<file path="src/sv/mqptq_pkg.sv">
// Shared types and codes for the multi-queue sorted priority task queue.
`default_nettype none

package mqptq_pkg;

   // Action codes carried on the request side.
   localparam logic [1:0] ACT_INSERT = 2'd0;
   localparam logic [1:0] ACT_POP    = 2'd1;
   localparam logic [1:0] ACT_QUERY  = 2'd2;

   // Status codes returned on the response side.
   localparam logic [1:0] ST_OK    = 2'd0;
   localparam logic [1:0] ST_EMPTY = 2'd1;
   localparam logic [1:0] ST_FULL  = 2'd2;
   localparam logic [1:0] ST_BADQ  = 2'd3;

   // Fixed payload that rides along with every stored entry.
   typedef struct packed {
      logic [7:0]  kind;
      logic [6:0]  length;
      logic [15:0] tag;
   } item_type;

   // Per-queue command issued by the top level for one accepted item.
   typedef struct packed {
      logic insert;
      logic pop;
   } queue_cmd_type;

endpackage

`default_nettype wire

</file>
<file path="src/sv/mqptq_cell.sv">
// One slot of a sorted queue: holds an entry and moves it left or right.
`default_nettype none

module mqptq_cell
   import mqptq_pkg::*;
#(
   parameter int LEVEL_BITS = 8
) (
   input  wire logic                  clock,
   input  wire logic                  reset,
   input  wire queue_cmd_type         cmd,
   input  wire logic [LEVEL_BITS-1:0] new_level,
   input  wire item_type              new_item,
   input  wire logic                  left_le,
   input  wire logic                  left_valid,
   input  wire logic [LEVEL_BITS-1:0] left_level,
   input  wire item_type              left_item,
   input  wire logic                  right_valid,
   input  wire logic [LEVEL_BITS-1:0] right_level,
   input  wire item_type              right_item,
   output logic                       le,
   output logic                       valid,
   output logic [LEVEL_BITS-1:0]      level,
   output item_type                   item
);

   logic                  valid_ff, valid_in;
   logic [LEVEL_BITS-1:0] level_ff, level_in;
   item_type              item_ff, item_in;

   // This slot stays in place on an insert when its entry sorts at or before the new one.
   assign le = valid_ff && (level_ff <= new_level);

   always_comb begin
      valid_in = valid_ff;
      level_in = level_ff;
      item_in  = item_ff;
      if (cmd.insert) begin
         if (!le) begin
            if (left_le) begin
               valid_in = 1'b1;
               level_in = new_level;
               item_in  = new_item;
            end else begin
               valid_in = left_valid;
               level_in = left_level;
               item_in  = left_item;
            end
         end
      end else if (cmd.pop) begin
         valid_in = right_valid;
         level_in = right_level;
         item_in  = right_item;
      end
   end

   always_ff @(posedge clock) begin
      if (reset) begin
         valid_ff <= 1'b0;
      end else begin
         valid_ff <= valid_in;
      end
   end

   always_ff @(posedge clock) begin
      level_ff <= level_in;
      item_ff  <= item_in;
   end

   assign valid = valid_ff;
   assign level = level_ff;
   assign item  = item_ff;

endmodule

`default_nettype wire

</file>
<file path="src/sv/mqptq_queue.sv">
// One sorted queue: a chain of slot cells plus its fill count.
`default_nettype none

module mqptq_queue
   import mqptq_pkg::*;
#(
   parameter int SLOTS_PER_QUEUE = 16,
   parameter int LEVEL_BITS      = 8,
   localparam int CountBits      = $clog2(SLOTS_PER_QUEUE + 1)
) (
   input  wire logic                  clock,
   input  wire logic                  reset,
   input  wire queue_cmd_type         cmd,
   input  wire logic [LEVEL_BITS-1:0] new_level,
   input  wire item_type              new_item,
   output logic [LEVEL_BITS-1:0]      head_level,
   output item_type                   head_item,
   output logic [CountBits-1:0]       count
);

   logic [CountBits-1:0]  count_ff, count_in;

   logic                  cell_le    [SLOTS_PER_QUEUE];
   logic                  cell_valid [SLOTS_PER_QUEUE];
   logic [LEVEL_BITS-1:0] cell_level [SLOTS_PER_QUEUE];
   item_type              cell_item  [SLOTS_PER_QUEUE];

   for (genvar i = 0; i < SLOTS_PER_QUEUE; i++) begin : g_cell
      logic                  l_le, l_valid, r_valid;
      logic [LEVEL_BITS-1:0] l_level, r_level;
      item_type              l_item, r_item;

      if (i == 0) begin : g_first
         // The head has no left neighbor: a non-staying head takes the new entry.
         assign l_le    = 1'b1;
         assign l_valid = 1'b0;
         assign l_level = new_level;
         assign l_item  = new_item;
      end else begin : g_inner
         assign l_le    = cell_le[i-1];
         assign l_valid = cell_valid[i-1];
         assign l_level = cell_level[i-1];
         assign l_item  = cell_item[i-1];
      end

      if (i == SLOTS_PER_QUEUE - 1) begin : g_last
         // The tail refills with an empty slot on a pop.
         assign r_valid = 1'b0;
         assign r_level = new_level;
         assign r_item  = new_item;
      end else begin : g_body
         assign r_valid = cell_valid[i+1];
         assign r_level = cell_level[i+1];
         assign r_item  = cell_item[i+1];
      end

      mqptq_cell #(
         .LEVEL_BITS (LEVEL_BITS)
      ) u_cell (
         .clock       (clock),
         .reset       (reset),
         .cmd         (cmd),
         .new_level   (new_level),
         .new_item    (new_item),
         .left_le     (l_le),
         .left_valid  (l_valid),
         .left_level  (l_level),
         .left_item   (l_item),
         .right_valid (r_valid),
         .right_level (r_level),
         .right_item  (r_item),
         .le          (cell_le[i]),
         .valid       (cell_valid[i]),
         .level       (cell_level[i]),
         .item        (cell_item[i])
      );
   end

   always_comb begin
      count_in = count_ff;
      if (cmd.insert) begin
         count_in = count_ff + CountBits'(1);
      end else if (cmd.pop) begin
         count_in = count_ff - CountBits'(1);
      end
   end

   always_ff @(posedge clock) begin
      if (reset) begin
         count_ff <= '0;
      end else begin
         count_ff <= count_in;
      end
   end

   assign head_level = cell_level[0];
   assign head_item  = cell_item[0];
   assign count      = count_ff;

endmodule

`default_nettype wire

</file>
<file path="src/sv/multi_queue_priority_task_queue_top.sv">
// Top level of the multi-queue sorted priority task queue.
//
//   Channel | Direction | tdata fields (low bit up)              | tuser fields
//   req_    | in        | level, kind, length, tag                | action, queue_select
//   rsp_    | out       | status, queue_empty, level, kind,       | (none)
//           |           | length, tag, entry_count                |
//
// For each insert or pop that changes the selected queue, the slot cells that move
// do so in the same cycle in which the response lands in the output register.
// A new item is taken every cycle as long as that register is free or is
// being emptied in the same cycle, so a stalled response holds the request side.
// The reset is synchronous: it clears the slot valid bits, the fill counts
// and the response valid flag; slot payloads are left as they are.
`default_nettype none

module multi_queue_priority_task_queue_top
   import mqptq_pkg::*;
#(
   parameter int QUEUE_COUNT     = 3,
   parameter int SLOTS_PER_QUEUE = 16,
   parameter int LEVEL_BITS      = 8
) (
   input  wire logic        clock,
   input  wire logic        reset,
   input  wire logic        req_tvalid,
   output logic             req_tready,
   input  wire logic [39:0] req_tdata,   // item_level, item_kind, item_length, item_tag
   input  wire logic [3:0]  req_tuser,   // action, queue_select
   output logic             rsp_tvalid,
   input  wire logic        rsp_tready,
   output logic [47:0]      rsp_tdata    // status, queue_empty, out_level, out_kind,
                                         // out_length, out_tag, entry_count
);

   localparam int CountBits = $clog2(SLOTS_PER_QUEUE + 1);

   // Request fields.
   logic [1:0]            req_action;
   logic [1:0]            req_queue_select;
   logic [LEVEL_BITS-1:0] req_level;
   item_type              req_item;

   assign req_action       = req_tuser[1:0];
   assign req_queue_select = req_tuser[3:2];
   assign req_level        = LEVEL_BITS'(req_tdata[7:0]);
   assign req_item.kind    = req_tdata[15:8];
   assign req_item.length  = req_tdata[22:16];
   assign req_item.tag     = req_tdata[38:23];

   logic fire;
   assign fire = req_tvalid && req_tready;

   // Per-queue views.
   logic                  q_hit   [QUEUE_COUNT];
   queue_cmd_type         q_cmd   [QUEUE_COUNT];
   logic [LEVEL_BITS-1:0] q_level [QUEUE_COUNT];
   item_type              q_item  [QUEUE_COUNT];
   logic [CountBits-1:0]  q_count [QUEUE_COUNT];

   // Selected queue's state before the item is applied.
   logic                  sel_bad;
   logic [LEVEL_BITS-1:0] sel_level;
   item_type              sel_item;
   logic [CountBits-1:0]  sel_count;
   logic                  sel_full;
   logic                  sel_empty;
   logic                  do_insert;
   logic                  do_pop;

   always_comb begin
      sel_level = '0;
      sel_item  = '0;
      sel_count = '0;
      for (int g = 0; g < QUEUE_COUNT; g++) begin
         if (q_hit[g]) begin
            sel_level = sel_level | q_level[g];
            sel_item  = sel_item | q_item[g];
            sel_count = sel_count | q_count[g];
         end
      end
   end

   assign sel_bad   = (32'(req_queue_select) >= QUEUE_COUNT);
   assign sel_full  = (32'(sel_count) == SLOTS_PER_QUEUE);
   assign sel_empty = (sel_count == '0);
   assign do_insert = !sel_bad && (req_action == ACT_INSERT) && !sel_full;
   assign do_pop    = !sel_bad && (req_action == ACT_POP) && !sel_empty;

   for (genvar g = 0; g < QUEUE_COUNT; g++) begin : g_queue
      assign q_hit[g]        = (32'(req_queue_select) == g);
      assign q_cmd[g].insert = fire && q_hit[g] && do_insert;
      assign q_cmd[g].pop    = fire && q_hit[g] && do_pop;

      mqptq_queue #(
         .SLOTS_PER_QUEUE (SLOTS_PER_QUEUE),
         .LEVEL_BITS      (LEVEL_BITS)
      ) u_queue (
         .clock      (clock),
         .reset      (reset),
         .cmd        (q_cmd[g]),
         .new_level  (req_level),
         .new_item   (req_item),
         .head_level (q_level[g]),
         .head_item  (q_item[g]),
         .count      (q_count[g])
      );
   end

   // Response formed from the selected queue; the head is read before it shifts.
   logic [1:0]           rsp_status;
   logic [CountBits-1:0] count_after;
   logic [7:0]           rsp_level;
   item_type             rsp_item;
   logic [4:0]           rsp_count;
   logic                 rsp_queue_empty;

   always_comb begin
      rsp_status  = ST_OK;
      count_after = sel_count;
      rsp_level   = '0;
      rsp_item    = '0;
      if (sel_bad) begin
         rsp_status = ST_BADQ;
      end else begin
         case (req_action)
            ACT_INSERT: begin
               if (sel_full) begin
                  rsp_status = ST_FULL;
               end else begin
                  count_after = sel_count + CountBits'(1);
               end
            end
            ACT_POP: begin
               if (sel_empty) begin
                  rsp_status = ST_EMPTY;
               end else begin
                  count_after = sel_count - CountBits'(1);
                  rsp_level   = 8'(sel_level);
                  rsp_item    = sel_item;
               end
            end
            default: begin
               // Query, and the unused action code, leave the queue alone.
               rsp_status = ST_OK;
            end
         endcase
      end
      rsp_count       = sel_bad ? 5'd0 : 5'(count_after);
      rsp_queue_empty = !sel_bad && (count_after == '0);
   end

   // Output register.
   logic        rsp_valid_ff, rsp_valid_in;
   logic [47:0] rsp_data_ff, rsp_data_in;

   assign req_tready = !rsp_valid_ff || rsp_tready;

   always_comb begin
      rsp_valid_in = rsp_valid_ff && !rsp_tready;
      rsp_data_in  = rsp_data_ff;
      if (fire) begin
         rsp_valid_in = 1'b1;
         rsp_data_in  = {1'b0, rsp_count, rsp_item.tag, rsp_item.length, rsp_item.kind,
                         rsp_level, rsp_queue_empty, rsp_status};
      end
   end

   always_ff @(posedge clock) begin
      if (reset) begin
         rsp_valid_ff <= 1'b0;
      end else begin
         rsp_valid_ff <= rsp_valid_in;
      end
   end

   always_ff @(posedge clock) begin
      rsp_data_ff <= rsp_data_in;
   end

   assign rsp_tvalid = rsp_valid_ff;
   assign rsp_tdata  = rsp_data_ff;

endmodule

`default_nettype wire

</file>
<file path="config.mk">
export PLATFORM = sky130hd
export DESIGN_NAME = multi_queue_priority_task_queue_top
export DESIGN_NICKNAME = d
export VERILOG_FILES = /design/src/sv/mqptq_pkg.sv /design/src/sv/mqptq_cell.sv /design/src/sv/mqptq_queue.sv /design/src/sv/multi_queue_priority_task_queue_top.sv
export SDC_FILE = /design/constraint.sdc
export NUM_CORES = 2
export LEC_CHECK = 0
export BUFFER_PORTS_ARGS = -buffer_cell sky130_fd_sc_hd__buf_2
export CELL_PAD_IN_SITES_DETAIL_PLACEMENT = 1
export CELL_PAD_IN_SITES_GLOBAL_PLACEMENT = 2
export CORE_ASPECT_RATIO = 0.6
export CORE_MARGIN = 2
export CORE_UTILIZATION = 40
export CTS_CLUSTER_SIZE = 10
export DETAILED_ROUTE_END_ITERATION = 10
export PLACE_DENSITY = 0.76
export SYNTH_ARGS = -nofsm -noshare
export SYNTH_HDL_FRONTEND = slang
export SYNTH_HIERARCHICAL = 1
export SYNTH_SLANG_ARGS = --single-unit
</file>
<file path="constraint.sdc">
create_clock -name clock -period 18.4 [get_ports clock]
set_input_delay 3.68 -clock clock [delete_from_list [all_inputs] [get_ports clock]]
set_output_delay 3.68 -clock clock [all_outputs]
set_load 0.01 [all_outputs]
</file>
==> flow_metrics.tcl <==
set metrics [dict create \
    grt_max_degree 272 \
    htreeDepth 4 \
    nFillCells 30600 \
    synthToLayoutAreaGrowth_pct 7.65 \
    routed_wl_mm 356 \
    grt_pass1_wl_mm 537 \
    track_usage_pct 24.0 \
    setup_viol_count_final 0 \
    drive_gt1_share_pct 6.23 \
    arrival_ps 10040 \
    crit_type "input pin to register" \
    worst_ir_drop_vdd_mv 0.0814 \
    post_cts_buffers 0 \
    row_count 151 \
    final_hold_viol_count 0 \
    slew_viol_final 0 \
    detail_route.wl_per_cell_um 25.1 \
    fin_hold_ws_ps 511 \
    grt_pass1_vias 84500 \
    cts-resized-gates 0 \
    max_slew_margin_pct 19.0 \
    syn_area_per_cell_um2 10.8 \
    clockBufferDepth 4 \
    grt_setup_unrepaired "false" \
    powerDensity_nw_per_um2 80.7 \
    coreArea_um2 283000 \
    cts_root_buf "clkbuf_16" \
    clk_pin_slew_ps 50 \
    fin_crit_sh_pct 51.4 \
    avgViaCountPerCell 5.81 \
    hold_path_class "register to register" \
    fp.dieH_um 417 \
    outcome "completed" \
    start_util_pct 40.2 \
    endpoint_kind "register" \
    die_width_um 692 \
    clock_latency_ps 920 \
    yosysWarnings 6 \
    dieArea_um2 289000 \
    nets 10700 \
    ant_nets 0 \
    skew_ps 86.9 \
    drc 0 \
    cellLeakagePower_nw 41.7 \
    syn_inst 10500 \
    grt_overflow_total 0 \
    vias 82300 \
    drv_cap 0 \
    fin_tns_setup_ps 0 \
    cp-start-kind "input pin" \
    reg2reg_slack_ps 12180 \
    fmax_mhz 106 \
    portBuffers 95 \
    power_mw 9.88 \
    crit_path_max_fanout 271 \
    worst-slew-pin-transition_ps 1220 \
    clock_sinks 1983 \
    dr.pass1.iters 5 \
    hpwl_mm 227 \
    antenna_found_initial 11 \
    cts_tree "yes" \
    cp_data_required_time_ps 18990 \
    drtIter0Drc 6696 \
    netlist_area_um2 114000 \
    cts_hold_buf 0 \
    finalWorstPathRequiredPeriod_ps 9450 \
    cts_made_buffers 228 \
    gp_congestion 0.824 \
    boundaryPins 98 \
]
-- area by class of cell --
type	instances	area, um^2	area share [%]
Sequential cell	1983	58900	48.1
Multi-Input combinational cell	7343	48800	39.9
Clock buffer	334	6190	5.05
Tap cell	3748	4690	3.83
Timing Repair Buffer	245	1880	1.53
Inverter	488	1830	1.50
Clock inverter	10	141	0.115
Antenna cell	7	17.5	0.0143
-- power breakdown --
| group | switching [mW] | internal [mW] | total, mW |
|---|---|---|---|
| registers | 0.0435 | 4.98 | 5.02 |
| logic | 0.470 | 0.202 | 0.671 |
| clock network | 1.88 | 2.30 | 4.18 |
-- through the flow --
| stage | area [um^2] | cells | utilization (%) | setup WS, ps |
|---|---|---|---|---|
| CTS | 122000 | 14200 | 43.3 | 9240 |
| finish | 122000 | 14200 | 43.3 | 8950 |
| detailed placement | 116000 | 13800 | 41.1 | 8290 |
| floorplan | 114000 | 10500 | - | 6480 |
| global placement | 116000 | 13800 | 41.1 | 8440 |
| global route | 122000 | 14200 | 43.3 | 8520 |
-- layer usage --
layer	GRT usage, %	vias to the layer above	share of wire (%)
met5	0	-	0
met4	3.94	0	1.5
met3	4.16	351	6.5
met2	35.9	1838	43
met1	36.5	42200	49
li1	-	37900	-
-- state kept, by name, summed over array words and instances, names as in the netlist --
| name | cells |
|---|---|
| g_queue.u_queue/g_cell.u_cell/item | 1488 |
| g_queue.u_queue/g_cell.u_cell/level | 384 |
| g_queue.u_queue/g_cell.u_cell/valid | 48 |
| rsp_tdata | 47 |
| g_queue.u_queue/count | 15 |
| rsp_tvalid | 1 |
-- worst max-delay path, cell delays in order --
cell       delay, ps
buf_4            260
nor2b_4          160
buf_4            530
a2bb2oi_2        210
ha_1             270
o211a_1          190
nand2_1          220
o21ai_0          320
nor4_2           630
buf_4            600
buf_4            780
buf_12           580
buf_12           780
a21oi_1          170
-- layout by cell type (no fill, tap or decap), drive strengths merged, types with 7 or more instances in the layout --
cell type  instances
or2               48
mux2i           1918
and2              45
edfxtp          1919
o211ai            50
a31oi             49
inv              491
ha               395
a41o              48
nand3             10
clkbuf           334
buf              245
nand2b            15
o21ai            105
o41ai             48
dfxtp             64
nor3              12
diode              7
nand2            108
nand4             99
conb              10
nor2b             54
nor2            2063
a21oi           2211
-- path summary, 6_finish.rpt --
path	startpoint	endpoint	cells after the start
setup / recovery	req_tuser[3]	g_queue[0].u_queue/g_cell[8].u_cell/item[15]$_DFFE_PP_	14
hold / removal	g_queue[0].u_queue/count[1]$_SDFFE_PP0P_	g_queue[0].u_queue/count[1]$_SDFFE_PP0P_	2
setup reg to reg	g_queue[2].u_queue/count[0]$_SDFFE_PP0P_	g_queue[0].u_queue/g_cell[8].u_cell/item[15]$_DFFE_PP_	12
hold reg to reg	g_queue[0].u_queue/count[1]$_SDFFE_PP0P_	g_queue[0].u_queue/count[1]$_SDFFE_PP0P_	2
Power figures use the tool's default switching activity.
